$ cat src/sv/bba_pkg.sv
`timescale 1ns / 1ps
`default_nettype none

package bba_pkg;

   localparam int MAX_BASIC_BLOCKS_DEF = 256;
   localparam int MAX_ORDERS_DEF       = 9;
   localparam int HEADER_BYTES_DEF     = 16;

   localparam int TAG_W    = 6;
   localparam int ORD_W    = 4;
   localparam int SHIFT_W  = 5;
   localparam int ADDR_W   = 24;
   localparam int STATUS_W = 2;

   // tag layout: start, free, order
   localparam int TAG_START_BIT = 5;
   localparam int TAG_FREE_BIT  = 4;

   localparam logic [SHIFT_W-1:0] SHIFT_MIN = 5'd5;
   localparam logic [SHIFT_W-1:0] SHIFT_MAX = 5'd16;

   // csr register index
   localparam logic REG_SHIFT  = 1'b0;
   localparam logic REG_ORDERS = 1'b1;

   typedef enum logic [STATUS_W-1:0] {
      STATUS_OK        = 2'd0,
      STATUS_TOO_LARGE = 2'd1,
      STATUS_NO_BLOCK  = 2'd2,
      STATUS_BAD_FREE  = 2'd3
   } status_type;

   typedef enum logic [3:0] {
      ST_CLEAR,
      ST_IDLE,
      ST_A_PREP,
      ST_A_EVAL,
      ST_A_END,
      ST_A_SPLIT,
      ST_F_PREP,
      ST_F_CHECK,
      ST_F_LOOP,
      ST_F_MERGE,
      ST_F_WRITE
   } state_type;

endpackage

`default_nettype wire

$ cat src/sv/bba_ram.sv
`timescale 1ns / 1ps
`default_nettype none

module bba_ram #(
   parameter int WIDTH = 6,
   parameter int DEPTH = 256
) (
   input  wire logic                     clock,
   input  wire logic                     wr_en,
   input  wire logic [$clog2(DEPTH)-1:0] wr_addr,
   input  wire logic [WIDTH-1:0]         wr_data,
   input  wire logic [$clog2(DEPTH)-1:0] rd_addr,
   output logic      [WIDTH-1:0]         rd_data
);

   logic [WIDTH-1:0] mem_ff [DEPTH];
   logic [WIDTH-1:0] rd_data_ff;

   always_ff @(posedge clock) begin
      if (wr_en) begin
         mem_ff[wr_addr] <= wr_data;
      end
      rd_data_ff <= mem_ff[rd_addr];
   end

   assign rd_data = rd_data_ff;

endmodule

`default_nettype wire

$ cat src/sv/buddy_block_allocator.sv
`timescale 1ns / 1ps
`default_nettype none

// Binary buddy allocator over a pool of basic blocks.
// Requests: drive req_mode (0 allocate, 1 free), req_request_bytes or
// req_block_address and pulse start while busy is low; the transaction is
// taken on that edge. Exactly one result per transaction comes back as a
// one-cycle rsp_valid pulse with rsp_data_address and rsp_status. The
// receiver cannot stall: it must take the result in that cycle.
// An allocate walks the pool block by block through the tag RAM, one tag
// per cycle, then writes one tag per split. A free decodes the address,
// reads its tag, then merges with an equal-order free buddy one order at a
// time and writes the merged tag. A request that is too large, a bad free
// or a pool with no free block answers with its error status. One
// transaction is in flight at a time and busy covers it.
// Reset, and any CSR write, starts a clearing sweep over all MAX_BASIC_BLOCKS
// entries that rewrites the tag RAM (entry 0 becomes one free top-order
// block); busy stays high until it ends. CSRs: 0 basic_block_shift,
// 1 order_count, at byte addresses 0 and 4; write only while idle.

module buddy_block_allocator
   import bba_pkg::*;
#(
   parameter int MAX_BASIC_BLOCKS = MAX_BASIC_BLOCKS_DEF,
   parameter int MAX_ORDERS       = MAX_ORDERS_DEF,
   parameter int HEADER_BYTES     = HEADER_BYTES_DEF
) (
   input  wire logic                clock,
   input  wire logic                reset,
   input  wire logic                start,
   output logic                     busy,
   input  wire logic                req_mode,
   input  wire logic [ADDR_W-1:0]   req_request_bytes,
   input  wire logic [ADDR_W-1:0]   req_block_address,
   output logic                     rsp_valid,
   output logic [ADDR_W-1:0]        rsp_data_address,
   output logic [STATUS_W-1:0]      rsp_status,
   input  wire logic                psel,
   input  wire logic                penable,
   input  wire logic                pwrite,
   input  wire logic [2:0]          paddr,
   input  wire logic [31:0]         pwdata,
   output logic [31:0]              prdata,
   output logic                     pready
);

   localparam int IW       = $clog2(MAX_BASIC_BLOCKS);
   localparam int WW       = IW + 1;
   localparam int LOG_MAXB = $clog2(MAX_BASIC_BLOCKS + 1) - 1;
   localparam int ORD_LIM  = LOG_MAXB + 1;
   localparam int SUM_W    = 17;
   localparam int NEED_W   = ADDR_W + 1;
   localparam int CMP_W    = 31;

   // ---------------- CSRs ----------------
   logic [SHIFT_W-1:0] shift_ff;
   logic [ORD_W-1:0]   orders_ff;
   logic               csr_write;

   assign pready    = 1'b1;
   assign csr_write = psel && penable && pwrite;

   always_ff @(posedge clock) begin
      if (reset) begin
         shift_ff  <= 5'd7;
         orders_ff <= 4'd9;
      end else if (csr_write) begin
         unique case (paddr[2])
            REG_SHIFT:  shift_ff  <= pwdata[SHIFT_W-1:0];
            REG_ORDERS: orders_ff <= pwdata[ORD_W-1:0];
            default:    ;
         endcase
      end
   end

   always_comb begin
      unique case (paddr[2])
         REG_SHIFT:  prdata = {{(32-SHIFT_W){1'b0}}, shift_ff};
         REG_ORDERS: prdata = {{(32-ORD_W){1'b0}}, orders_ff};
         default:    prdata = '0;
      endcase
   end

   // effective geometry: clamped shift and order count
   logic [SHIFT_W-1:0] s_eff;
   logic [ORD_W-1:0]   n_eff;
   logic [ORD_W-1:0]   n_top;      // n_eff - 1
   logic [WW-1:0]      nblocks;

   always_comb begin
      logic [ORD_W-1:0] n;
      logic [ORD_W:0]   lim_s;
      s_eff = shift_ff;
      if (s_eff < SHIFT_MIN) s_eff = SHIFT_MIN;
      if (s_eff > SHIFT_MAX) s_eff = SHIFT_MAX;
      n = orders_ff;
      if (n < 4'd1) n = 4'd1;
      if (n > ORD_W'(MAX_ORDERS)) n = ORD_W'(MAX_ORDERS);
      if (n > ORD_W'(ORD_LIM)) n = ORD_W'(ORD_LIM);
      // pool must fit 24 bits: s + n - 1 <= 24
      lim_s = 5'd25 - s_eff;
      if ({1'b0, n} > lim_s) n = lim_s[ORD_W-1:0];
      n_eff   = n;
      n_top   = n - 4'd1;
      nblocks = WW'(1) << n_top;
   end

   // ---------------- tag RAM ----------------
   logic             wr_en;
   logic [IW-1:0]    wr_addr;
   logic [TAG_W-1:0] wr_data;
   logic [IW-1:0]    rd_addr;
   logic [TAG_W-1:0] rd_data;

   bba_ram #(
      .WIDTH (TAG_W),
      .DEPTH (MAX_BASIC_BLOCKS)
   ) u_tags (
      .clock   (clock),
      .wr_en   (wr_en),
      .wr_addr (wr_addr),
      .wr_data (wr_data),
      .rd_addr (rd_addr),
      .rd_data (rd_data)
   );

   // ---------------- control ----------------
   state_type          state_ff, state_in;
   logic [IW-1:0]      clr_ff, clr_in;
   logic [ADDR_W-1:0]  req_bytes_ff, req_bytes_in;
   logic [ADDR_W-1:0]  req_addr_ff, req_addr_in;
   logic [WW-1:0]      walk_ff, walk_in;
   logic [IW-1:0]      best_ff, best_in;       // chosen block / freed block index
   logic [ORD_W-1:0]   best_ord_ff, best_ord_in;
   logic               found_ff, found_in;
   logic [ORD_W-1:0]   k_ff, k_in;             // wanted order
   logic [ORD_W-1:0]   ord_ff, ord_in;         // split / merge order
   logic               rsp_valid_ff, rsp_valid_in;
   logic [ADDR_W-1:0]  rsp_addr_ff, rsp_addr_in;
   logic [STATUS_W-1:0] rsp_status_ff, rsp_status_in;

   always_ff @(posedge clock) begin
      if (reset) begin
         state_ff     <= ST_CLEAR;
         clr_ff       <= '0;
         rsp_valid_ff <= 1'b0;
      end else begin
         state_ff     <= state_in;
         clr_ff       <= clr_in;
         rsp_valid_ff <= rsp_valid_in;
      end
   end

   always_ff @(posedge clock) begin
      req_bytes_ff  <= req_bytes_in;
      req_addr_ff   <= req_addr_in;
      walk_ff       <= walk_in;
      best_ff       <= best_in;
      best_ord_ff   <= best_ord_in;
      found_ff      <= found_in;
      k_ff          <= k_in;
      ord_ff        <= ord_in;
      rsp_addr_ff   <= rsp_addr_in;
      rsp_status_ff <= rsp_status_in;
   end

   assign busy             = (state_ff != ST_IDLE);
   assign rsp_valid        = rsp_valid_ff;
   assign rsp_data_address = rsp_addr_ff;
   assign rsp_status       = rsp_status_ff;

   always_comb begin
      logic [NEED_W-1:0] need;
      logic [NEED_W-1:0] pool;
      logic [ORD_W-1:0]  k;
      logic              hit;
      logic [ADDR_W-1:0] off;
      logic [ADDR_W-1:0] mask;
      logic [ADDR_W-1:0] bidx;
      logic              bad;
      logic [ORD_W-1:0]  t_ord;
      logic              t_start;
      logic              t_free;
      logic [SUM_W-1:0]  wsum;
      logic              wend;
      logic [IW-1:0]     bud;

      state_in      = state_ff;
      clr_in        = clr_ff;
      req_bytes_in  = req_bytes_ff;
      req_addr_in   = req_addr_ff;
      walk_in       = walk_ff;
      best_in       = best_ff;
      best_ord_in   = best_ord_ff;
      found_in      = found_ff;
      k_in          = k_ff;
      ord_in        = ord_ff;
      rsp_valid_in  = 1'b0;
      rsp_addr_in   = rsp_addr_ff;
      rsp_status_in = rsp_status_ff;
      wr_en         = 1'b0;
      wr_addr       = '0;
      wr_data       = '0;
      rd_addr       = '0;

      t_ord   = rd_data[ORD_W-1:0];
      t_start = rd_data[TAG_START_BIT];
      t_free  = rd_data[TAG_FREE_BIT];

      // size class of the allocate
      need = NEED_W'(req_bytes_ff) + NEED_W'(HEADER_BYTES);
      pool = NEED_W'(1) << (s_eff + SHIFT_W'(n_top));
      k    = '0;
      hit  = 1'b0;
      for (int kk = 0; kk < MAX_ORDERS; kk++) begin
         if (!hit && (CMP_W'(need) <= (CMP_W'(1) << (s_eff + SHIFT_W'(kk))))) begin
            k   = ORD_W'(kk);
            hit = 1'b1;
         end
      end

      // free address decode
      off  = req_addr_ff - ADDR_W'(HEADER_BYTES);
      mask = (ADDR_W'(1) << s_eff) - ADDR_W'(1);
      bidx = off >> s_eff;
      bad  = (req_addr_ff < ADDR_W'(HEADER_BYTES)) || ((off & mask) != '0) ||
             (bidx >= ADDR_W'(nblocks));

      // walk step: skip a whole block when a start tag is seen
      if (t_start) begin
         if (t_ord > ORD_W'(IW)) wsum = SUM_W'(nblocks);
         else                    wsum = SUM_W'(walk_ff) + (SUM_W'(1) << t_ord);
      end else begin
         wsum = SUM_W'(walk_ff) + SUM_W'(1);
      end
      wend = (wsum >= SUM_W'(nblocks));

      bud = best_ff ^ (IW'(1) << ord_ff);

      unique case (state_ff)
         ST_CLEAR: begin
            wr_en   = 1'b1;
            wr_addr = clr_ff;
            if (clr_ff == '0) begin
               wr_data = {1'b1, 1'b1, n_top};
            end
            clr_in = clr_ff + IW'(1);
            if (clr_ff == IW'(MAX_BASIC_BLOCKS - 1)) begin
               clr_in   = '0;
               state_in = ST_IDLE;
            end
         end
         ST_IDLE: begin
            if (start) begin
               req_bytes_in = req_request_bytes;
               req_addr_in  = req_block_address;
               state_in     = req_mode ? ST_F_PREP : ST_A_PREP;
            end
         end
         ST_A_PREP: begin
            if (need > pool) begin
               rsp_valid_in  = 1'b1;
               rsp_addr_in   = '0;
               rsp_status_in = STATUS_TOO_LARGE;
               state_in      = ST_IDLE;
            end else begin
               k_in     = k;
               found_in = 1'b0;
               walk_in  = '0;
               rd_addr  = '0;
               state_in = ST_A_EVAL;
            end
         end
         ST_A_EVAL: begin
            // lowest order first, then lowest address
            if (t_start && t_free && (t_ord >= k_ff) &&
                (!found_ff || (t_ord < best_ord_ff))) begin
               found_in    = 1'b1;
               best_in     = walk_ff[IW-1:0];
               best_ord_in = t_ord;
            end
            walk_in = wsum[WW-1:0];
            rd_addr = wsum[IW-1:0];
            if (wend) state_in = ST_A_END;
         end
         ST_A_END: begin
            if (!found_ff) begin
               rsp_valid_in  = 1'b1;
               rsp_addr_in   = '0;
               rsp_status_in = STATUS_NO_BLOCK;
               state_in      = ST_IDLE;
            end else begin
               ord_in   = best_ord_ff;
               state_in = ST_A_SPLIT;
            end
         end
         ST_A_SPLIT: begin
            wr_en = 1'b1;
            if (ord_ff > k_ff) begin
               // upper half becomes a free block one order down
               wr_addr = best_ff + (IW'(1) << (ord_ff - ORD_W'(1)));
               wr_data = {1'b1, 1'b1, ord_ff - ORD_W'(1)};
               ord_in  = ord_ff - ORD_W'(1);
            end else begin
               wr_addr       = best_ff;
               wr_data       = {1'b1, 1'b0, k_ff};
               rsp_valid_in  = 1'b1;
               rsp_addr_in   = (ADDR_W'(best_ff) << s_eff) + ADDR_W'(HEADER_BYTES);
               rsp_status_in = STATUS_OK;
               state_in      = ST_IDLE;
            end
         end
         ST_F_PREP: begin
            if (bad) begin
               rsp_valid_in  = 1'b1;
               rsp_addr_in   = '0;
               rsp_status_in = STATUS_BAD_FREE;
               state_in      = ST_IDLE;
            end else begin
               best_in  = bidx[IW-1:0];
               rd_addr  = bidx[IW-1:0];
               state_in = ST_F_CHECK;
            end
         end
         ST_F_CHECK: begin
            // must be the start of an allocated block
            if (!t_start || t_free) begin
               rsp_valid_in  = 1'b1;
               rsp_addr_in   = '0;
               rsp_status_in = STATUS_BAD_FREE;
               state_in      = ST_IDLE;
            end else begin
               ord_in   = t_ord;
               state_in = ST_F_LOOP;
            end
         end
         ST_F_LOOP: begin
            if ((ord_ff + ORD_W'(1)) < n_eff) begin
               rd_addr  = bud;
               state_in = ST_F_MERGE;
            end else begin
               state_in = ST_F_WRITE;
            end
         end
         ST_F_MERGE: begin
            if (t_start && t_free && (t_ord == ord_ff)) begin
               // clear the upper tag, keep the lower as merged start
               wr_en   = 1'b1;
               wr_addr = (bud > best_ff) ? bud : best_ff;
               wr_data = '0;
               if (bud < best_ff) best_in = bud;
               ord_in   = ord_ff + ORD_W'(1);
               state_in = ST_F_LOOP;
            end else begin
               state_in = ST_F_WRITE;
            end
         end
         ST_F_WRITE: begin
            wr_en         = 1'b1;
            wr_addr       = best_ff;
            wr_data       = {1'b1, 1'b1, ord_ff};
            rsp_valid_in  = 1'b1;
            rsp_addr_in   = '0;
            rsp_status_in = STATUS_OK;
            state_in      = ST_IDLE;
         end
         default: begin
            state_in = ST_IDLE;
         end
      endcase

      // any CSR write reinitializes the pool
      if (csr_write) begin
         clr_in   = '0;
         state_in = ST_CLEAR;
      end
   end

endmodule

`default_nettype wire

$ cat config.mk
export PLATFORM = sky130hd
export DESIGN_NAME = buddy_block_allocator
export DESIGN_NICKNAME = d
export VERILOG_FILES = /design/src/sv/bba_pkg.sv /design/src/sv/bba_ram.sv /design/src/sv/buddy_block_allocator.sv
export SDC_FILE = /design/constraint.sdc
export NUM_CORES = 2
export LEC_CHECK = 0
export BUFFER_PORTS_ARGS = -buffer_cell sky130_fd_sc_hd__clkbuf_2
export CAP_MARGIN = 30
export CORE_MARGIN = 4
export CORE_UTILIZATION = 55
export CTS_CLUSTER_SIZE = 20
export DETAILED_ROUTE_END_ITERATION = 10
export GPL_TIMING_DRIVEN = 0
export PLACE_DENSITY = 0.71
export SETUP_SLACK_MARGIN = 0.1
export SYNTH_ARGS = -nofsm -noshare
export SYNTH_HDL_FRONTEND = slang
export SYNTH_SLANG_ARGS = --single-unit
$ cat constraint.sdc
create_clock -name clock -period 24.1 [get_ports clock]
set_clock_uncertainty 0.1 [all_clocks]
set_input_delay 1.205 -clock clock [delete_from_list [all_inputs] [get_ports clock]]
set_output_delay 1.205 -clock clock [all_outputs]
set_load 0.02 [all_outputs]
== Word-level counts from Yosys, hierarchy flattened ==
Memory sizes are Yosys's and may differ from the RTL's. A register that Yosys moved wholly into a read port is not among the register bits.
Cells that the tools add are included.

* Bits in registers: 126
* RAM bits: 1536
* Input bits: 90
* Output and inout port bits: 61
* Word-level logic and storage cells: 245
* Memories kept: 1

{| class="wikitable"
|+ Memory list
! memory !! words !! width !! read ports !! clocked after memory_dff !! wr ports !! RTL line !! text
|-
| u_tags.mem_ff || 256 || 6 || 1 || 1 || 1 || bba_ram.sv:16 || <nowiki>logic [WIDTH-1:0] mem_ff [DEPTH];</nowiki>
|}

* $add $sub $neg: 21
* $lt $le $gt $ge: 26
* Equal/unequal tests: 29
* Shifts and indexed selects: 17
* Mux-type cells: 84
* Bitwise gates (word level): 4
* Reductions and logical operators: 48

{| class="wikitable"
|+ Operator list
! operator !! count
|-
| <= comparator 25 x 31 -> 1 bit || 9
|-
| << shifter 1 x 5 -> 31 bit (first input constant) || 9
|-
| case mux 24 bit (6 select lines) || 1
|-
| 2-to-1 mux 24 bit || 5
|-
| 2-to-1 mux 8 bit || 10
|-
| 2-to-1 mux 4 bit || 19
|-
| case mux 32 bit (2 select lines) || 1
|-
| case mux 8 bit (3 select lines) || 2
|-
| case mux 4 bit (10 select lines) || 1
|-
| 2-to-1 mux 17 bit || 2
|-
| != test 2 bit (second input constant) || 16
|-
| case mux 8 bit (4 select lines) || 1
|-
| adder 24 x 5 -> 25 bit (second input constant) || 1
|-
| > comparator 25 bit || 1
|-
| << shifter 1 x 5 -> 25 bit (first input constant) || 1
|-
| adder 24 x 5 -> 24 bit (second input constant) || 1
|-
| AND 24 bit || 1
|-
| greater-or-equal comparator 24 x 9 -> 1 bit || 1
|-
| less-than comparator 24 x 5 -> 1 bit (second input constant) || 1
|-
| nonzero test 24 bit || 1
|-
| << shifter 1 x 5 -> 24 bit (first input constant) || 1
|-
| << shifter 8 x 5 -> 24 bit || 1
|-
| >> shifter 24 x 5 -> 24 bit || 1
|-
| subtractor 24 x 2 -> 24 bit (second input constant) || 1
|-
| other kinds (64) || 141
|}

== Longest topological paths before layout ==
* Word-level depth: 30
* Mapped depth: 44
* Depth with buffers taken out: 38

== By module ==
From an unflattened synthesis, not the netlist that was laid out.

* Cells, all modules: 5316
* Area, all modules: 78766.8 um2

{| class="wikitable"
|+ Modules (own cells, without submodules)
! module !! times used !! cells an instance !! area each (um2) !! sequential area each (um2)
|-
| bba_ram || 1 || 2964 || 60073.9 || 46244.4
|-
| buddy_block_allocator || 1 || 2352 || 18692.9 || 3563.4
|}

== Least setup slack after synthesis ==
OpenSTA, ideal clock, no wires.

* Kind: register -> register
* Start: reg shift_ff[4]
* End: mem u_tags.mem_ff[0][3], data pin
* Library setup time: 2.190 ns
* Data arrival time: 14.274 ns
* Data required time: 21.810 ns
* Path slack: 7.536 ns
* Cell stages (with the launch flop): 18
* Path buffers: 5
* Period minus slack after synthesis: 16.564 ns
* Cell sequence: dfxtp_1 -> clkbuf_1 -> clkinv_1 -> nand2_1 -> clkbuf_1 -> clkbuf_1 -> buf_1 -> ha_1 -> xnor2_1 -> clkinv_1 -> ha_1 -> nand3_1 -> o32a_1 -> nand2_1 -> clkbuf_1 -> and3_1 -> a21oi_1 -> o21ai_0

* Cells in the longest elaborated chain, start to end: 10

{| class="wikitable"
|+ RTL lines
! element !! RTL line !! text
|-
| start: declaration || buddy_block_allocator.sv:56 || <nowiki>logic [SHIFT_W-1:0] shift_ff;</nowiki>
|-
| start signal: assignment || buddy_block_allocator.sv:69 || <nowiki>REG_SHIFT: shift_ff <= pwdata[SHIFT_W-1:0];</nowiki>
|-
| less-than comparator 5 x 3 -> 1 bit || buddy_block_allocator.sv:94 || <nowiki>if (s_eff < SHIFT_MIN) s_eff = SHIFT_MIN;</nowiki>
|-
| 2-to-1 mux 5 bit * || buddy_block_allocator.sv:94 ||
|-
| > comparator 5 bit || buddy_block_allocator.sv:95 || <nowiki>if (s_eff > SHIFT_MAX) s_eff = SHIFT_MAX;</nowiki>
|-
| 2-to-1 mux 5 bit * || buddy_block_allocator.sv:95 ||
|-
| subtractor 5 bit * || buddy_block_allocator.sv:101 || <nowiki>lim_s = 5'd25 - s_eff;</nowiki>
|-
| > comparator 4 x 5 -> 1 bit || buddy_block_allocator.sv:102 || <nowiki>if ({1'b0, n} > lim_s) n = lim_s[ORD_W-1:0];</nowiki>
|-
| 2-to-1 mux 4 bit * || buddy_block_allocator.sv:102 ||
|-
| subtractor 4 x 1 -> 4 bit * || buddy_block_allocator.sv:104 || <nowiki>n_top = n - 4'd1;</nowiki>
|-
| 2-to-1 mux 6 bit * || buddy_block_allocator.sv:244 || <nowiki>if (clr_ff == '0) begin</nowiki>
|-
| case mux 6 bit (3 select lines) * || buddy_block_allocator.sv:240 || <nowiki>unique case (state_ff)</nowiki>
|-
| via u_tags.wr_data[3] || bba_ram.sv:11 || <nowiki>input wire logic [WIDTH-1:0] wr_data,</nowiki>
|-
| end: declaration || bba_ram.sv:16 ||
|}

Mark *: on every way through the listed nets, which the timed path passes. The rest lies on a longest branch.

== Final worst setup path ==
* Start: reg shift_ff[4]
* End: reg u_tags.rd_data_ff[1] (netlist: u_tags.rd_data[1]), read port of u_tags.mem_ff

* Cells in the longest elaborated chain, start to end: 13
* Elaborated cells on any way between the ends: 23
* Those cells by class: 3 x add/sub; 5 x order compare; 3 x shift; 8 x mux; 1 x bitwise; 3 x reduce/logical

{| class="wikitable"
|+ RTL lines
! element !! RTL line !! text
|-
| less-than comparator 5 x 3 -> 1 bit || buddy_block_allocator.sv:94 ||
|-
| 2-to-1 mux 5 bit * || buddy_block_allocator.sv:94 ||
|-
| > comparator 5 bit || buddy_block_allocator.sv:95 ||
|-
| 2-to-1 mux 5 bit * || buddy_block_allocator.sv:95 ||
|-
| subtractor 5 bit || buddy_block_allocator.sv:101 ||
|-
| > comparator 4 x 5 -> 1 bit || buddy_block_allocator.sv:102 ||
|-
| 2-to-1 mux 4 bit || buddy_block_allocator.sv:102 ||
|-
| subtractor 4 x 1 -> 4 bit || buddy_block_allocator.sv:104 ||
|-
| << shifter 1 x 4 -> 9 bit || buddy_block_allocator.sv:105 || <nowiki>nblocks = WW'(1) << n_top;</nowiki>
|-
| greater-or-equal comparator 24 x 9 -> 1 bit || buddy_block_allocator.sv:227 || <nowiki>(bidx >= ADDR_W'(nblocks));</nowiki>
|-
| logical OR 1 bit || buddy_block_allocator.sv:226 || <nowiki>bad = (req_addr_ff < ADDR_W'(HEADER_BYTES)) || ((off & mask) != '0) ||</nowiki>
|-
| 2-to-1 mux 8 bit || buddy_block_allocator.sv:314 || <nowiki>if (bad) begin</nowiki>
|-
| case mux 8 bit (3 select lines) * || buddy_block_allocator.sv:240 ||
|-
| end: declaration || bba_ram.sv:17 || <nowiki>logic [WIDTH-1:0] rd_data_ff;</nowiki>
|}

Every way passes the cells marked *; elsewhere a longest branch is shown, timed or not.
A chain may end at the register's enable or synchronous reset.

==> flow_summary.toml <==
[outcome]
status = "finished, final reports clean"

[synthesis]
synth_top_area_share = 0.617
yosys_warnings = 0
yosysSeqAreaShare = 0.624
yosys.area.top_type = "edfxtp_1"
postSynth.asyncResetShare = 0
synth.area.top_cells = "edfxtp_1 (62%), nand2_1 (5.5%), ha_1 (5.2%), mux2i_1 (5.0%), nand3_1 (2.6%)"
synth-edff-count = 1640
syn_area_per_cell_um2 = 12.1
synth-seq-cells = 1668
synth_common_cells = "edfxtp_1 (1640), nand2_1 (1178), nor2_1 (490), nand3_1 (416), mux2i_1 (399)"
yosysMostFrequentCell = "edfxtp_1"
yosysUniqueCellTypes = 92
synthFlopType = "edfxtp_1"
syn_area_mm2 = 0.0798
synth_cells = 6608

[global_route]
grt_usage = 0.392
grt_pass1_wl_mm = 421
grt-ovfl-total = 0
grt_max_degree = 85
grt_util_met1 = 0.528
grt_use_met2 = 0.554
antenna_found_initial = 23
grt_pass1_vias = 58000
busiest_layer = "met2"
grt_util_met3 = 0.148

[timing]
setup_violations = 0
slew_violations = 0
fin_crit_sh = 0.594
slew_headroom = 0.189
finalHoldViolCount = 0
rsz0062_at_grt = "no"
fmax_mhz = 69.9
worst_pin_slew_ns = 1.22
period_needed_ns = 14.30
whs_ns = 0.442

[floorplan]
core_area_mm2 = 0.144
io-pin-count = 151
chipWidth_um = 389
die_height_um = 389
rows = 139
start_util = 0.555
die_area_mm2 = 0.151

[worst_setup_path]
cp_top_family = "buffers and inverters"
critical_path.slowest_cell = "clkbuf_1"
required_ns = 24.60
critPathLaunchType = "flop"
cp_common_cell = "clkbuf_1"
cp_max_fo = 12
crit_type = "flop to flop"
crit_path_end_kind = "flop"
crit_arrival_ns = 14.81
r2r-start = "shift_ff[4]"
r2r_cells = 36
r2r-end = "u_tags.rd_data[1]"
crit_path_max_incr_delay_ns = 0.89
path_buf_inv = 12
reg2reg_slack_ns = 9.80
cp.depth = 36

[layout]
syn2layout_area_growth_pct = 13.3
fin_nets = 7482
stdcell_count = 9103
nFillCells = 11200
layout-drive-gt1-share = 0.0987

[pwr]
leakage_nw = 32.0
p_per_area_mw_per_mm2 = 69.5
ir_drop_mv = 0.0981

[placement]
dp_hpwl_mm = 219
placedCellCount = 8774
port_buffers = 91
place.gp.congestion = 1.03

[drt]
drc = 0
ant_nets = 0
wl_mm = 304
viasPerCell = 6.85
vias = 62400
wire_per_inst_um = 33.4
drtIter0Drc = 10800
first_pass_iters = 9

[cts]
worstSkewPairLatency_ns = 0.86
cts_hold_buf = 0
htree_levels = 4
cts_tree = "yes"
cts_resized = 0
cts_buffers = 169
post_cts_buffers = 0
path_clk_slew_ns = 0.07
cts_sinks = 1668
clock_path_buffers = 3
cts_root_buf = "clkbuf_16"

[worst_hold_path]
min_from = "clr_ff[1]"
holdPathEnd = "clr_ff[1]"
hp-class = "flop to flop"
hold_depth = 2

[run]
maxCapViolCount = 0
worst max-delay path by stage:
stage	slack, ns	end	startpoint
finish	9.80	u_tags.rd_data[1]	shift_ff[4]
global route	9.80	u_tags.rd_data[1]	shift_ff[4]
CTS	10.77	u_tags.rd_data[1]	shift_ff[4]
detailed placement	10.82	u_tags.rd_data[1]	shift_ff[4]
global placement	-8.15	u_tags.mem_ff[220][0]	shift_ff[4]
floorplan	7.54	u_tags.mem_ff[0][3]	shift_ff[4]
per-layer routing:
metal | wire, µm | vias to the layer above
li1 | - | 25600
met1 | 111000 | 30500
met2 | 126000 | 5278
met3 | 48200 | 988
met4 | 18800 | 18
met5 | 230 | -
cell usage in the layout, fill, tap and decap left out, drive strengths merged, types with 61 or more instances in the layout:
cell type     n
ha          332
edfxtp     1640
o22ai        95
clkbuf      468
a31oi        61
xnor2        61
nand2      1178
buf         338
o21a         72
nand3       416
nand4       113
a21o         73
inv          85
mux2i       399
clkinv       89
o21ai       153
nor2        491
nor3         68
a21oi       235
conb         69
worst register-to-register path, delay by kind of cell (launching register included):
family / cells / cell delay [ns]
adders and majority gates: 4 / 1.61
AOI/OAI and AO/OA: 10 / 3.93
and+or+nand+nor: 9 / 1.75
xor gates and xnor gates: 1 / 0.30
DFF: 1 / 0.37
buffers and inverters: 12 / 6.05
sequential cells by signal, summed over array words and instances, names as in the netlist:
signal            cells
best_ff               8
rsp_valid             1
found_ff              1
rsp_status            2
shift_ff              5
walk_ff               9
req_addr_ff          24
state_ff              4
req_bytes_ff         24
rsp_data_address     24
clr_ff                8
ord_ff                4
u_tags.mem_ff      1536
orders_ff             4
u_tags.rd_data        6
k_ff                  4
best_ord_ff           4
logic make-up (layout without fill, tap and decap cells):
| kind of cell | count (synthesis) | after routing | synth area share |
|---|---|---|---|
| buf+inv | 486 | 1002 | 0.0287 |
| compound gates | 1064 | 1064 | 0.0905 |
| flops | 1668 | 1668 | 0.624 |
| simple gates | 2550 | 2550 | 0.142 |
| mux | 407 | 407 | 0.0512 |
| fa+ha+maj | 335 | 335 | 0.0528 |
| other cells | 2 | 78 | 0.0000942 |
| xor+xnor | 96 | 96 | 0.0106 |
per-stage QoR:
stage | TNS, ns | worst slack (ns) | util | total power [mW] | instance area, µm²
after global routing | 0 | 9.80 | 0.628 | 6.42 | 90400
after detailed placement | 0 | 10.82 | 0.589 | 3.68 | 84700
after global placement | -3920.17 | -8.15 | 0.576 | 3.74 | 82800
after floorplan | 0 | 7.54 | - | 3.55 | 80000
final | 0 | 9.80 | 0.629 | 6.29 | 90400
after CTS | 0 | 10.77 | 0.627 | 6.26 | 90200
where the power goes:
group | switching, mW | internal, mW
sequential | 0.00620 | 3.24
combinational | 0.277 | 0.110
clock | 1.16 | 1.49
cell type report:
class | instances | area [µm²] | area share
Antenna cell | 9 | 22.5 | 0.000249
Buffer | 398 | 1960 | 0.0216
Clock buffer | 197 | 4380 | 0.0484
Clock inverter | 108 | 1140 | 0.0126
Inverter | 88 | 330 | 0.00365
Multi-Input combinational cell | 4521 | 28100 | 0.311
Sequential cell | 1668 | 49800 | 0.551
Tap cell | 1903 | 2380 | 0.0263
Timing Repair Buffer | 211 | 2240 | 0.0248
No activity file was read; power rests on OpenSTA's default activity.
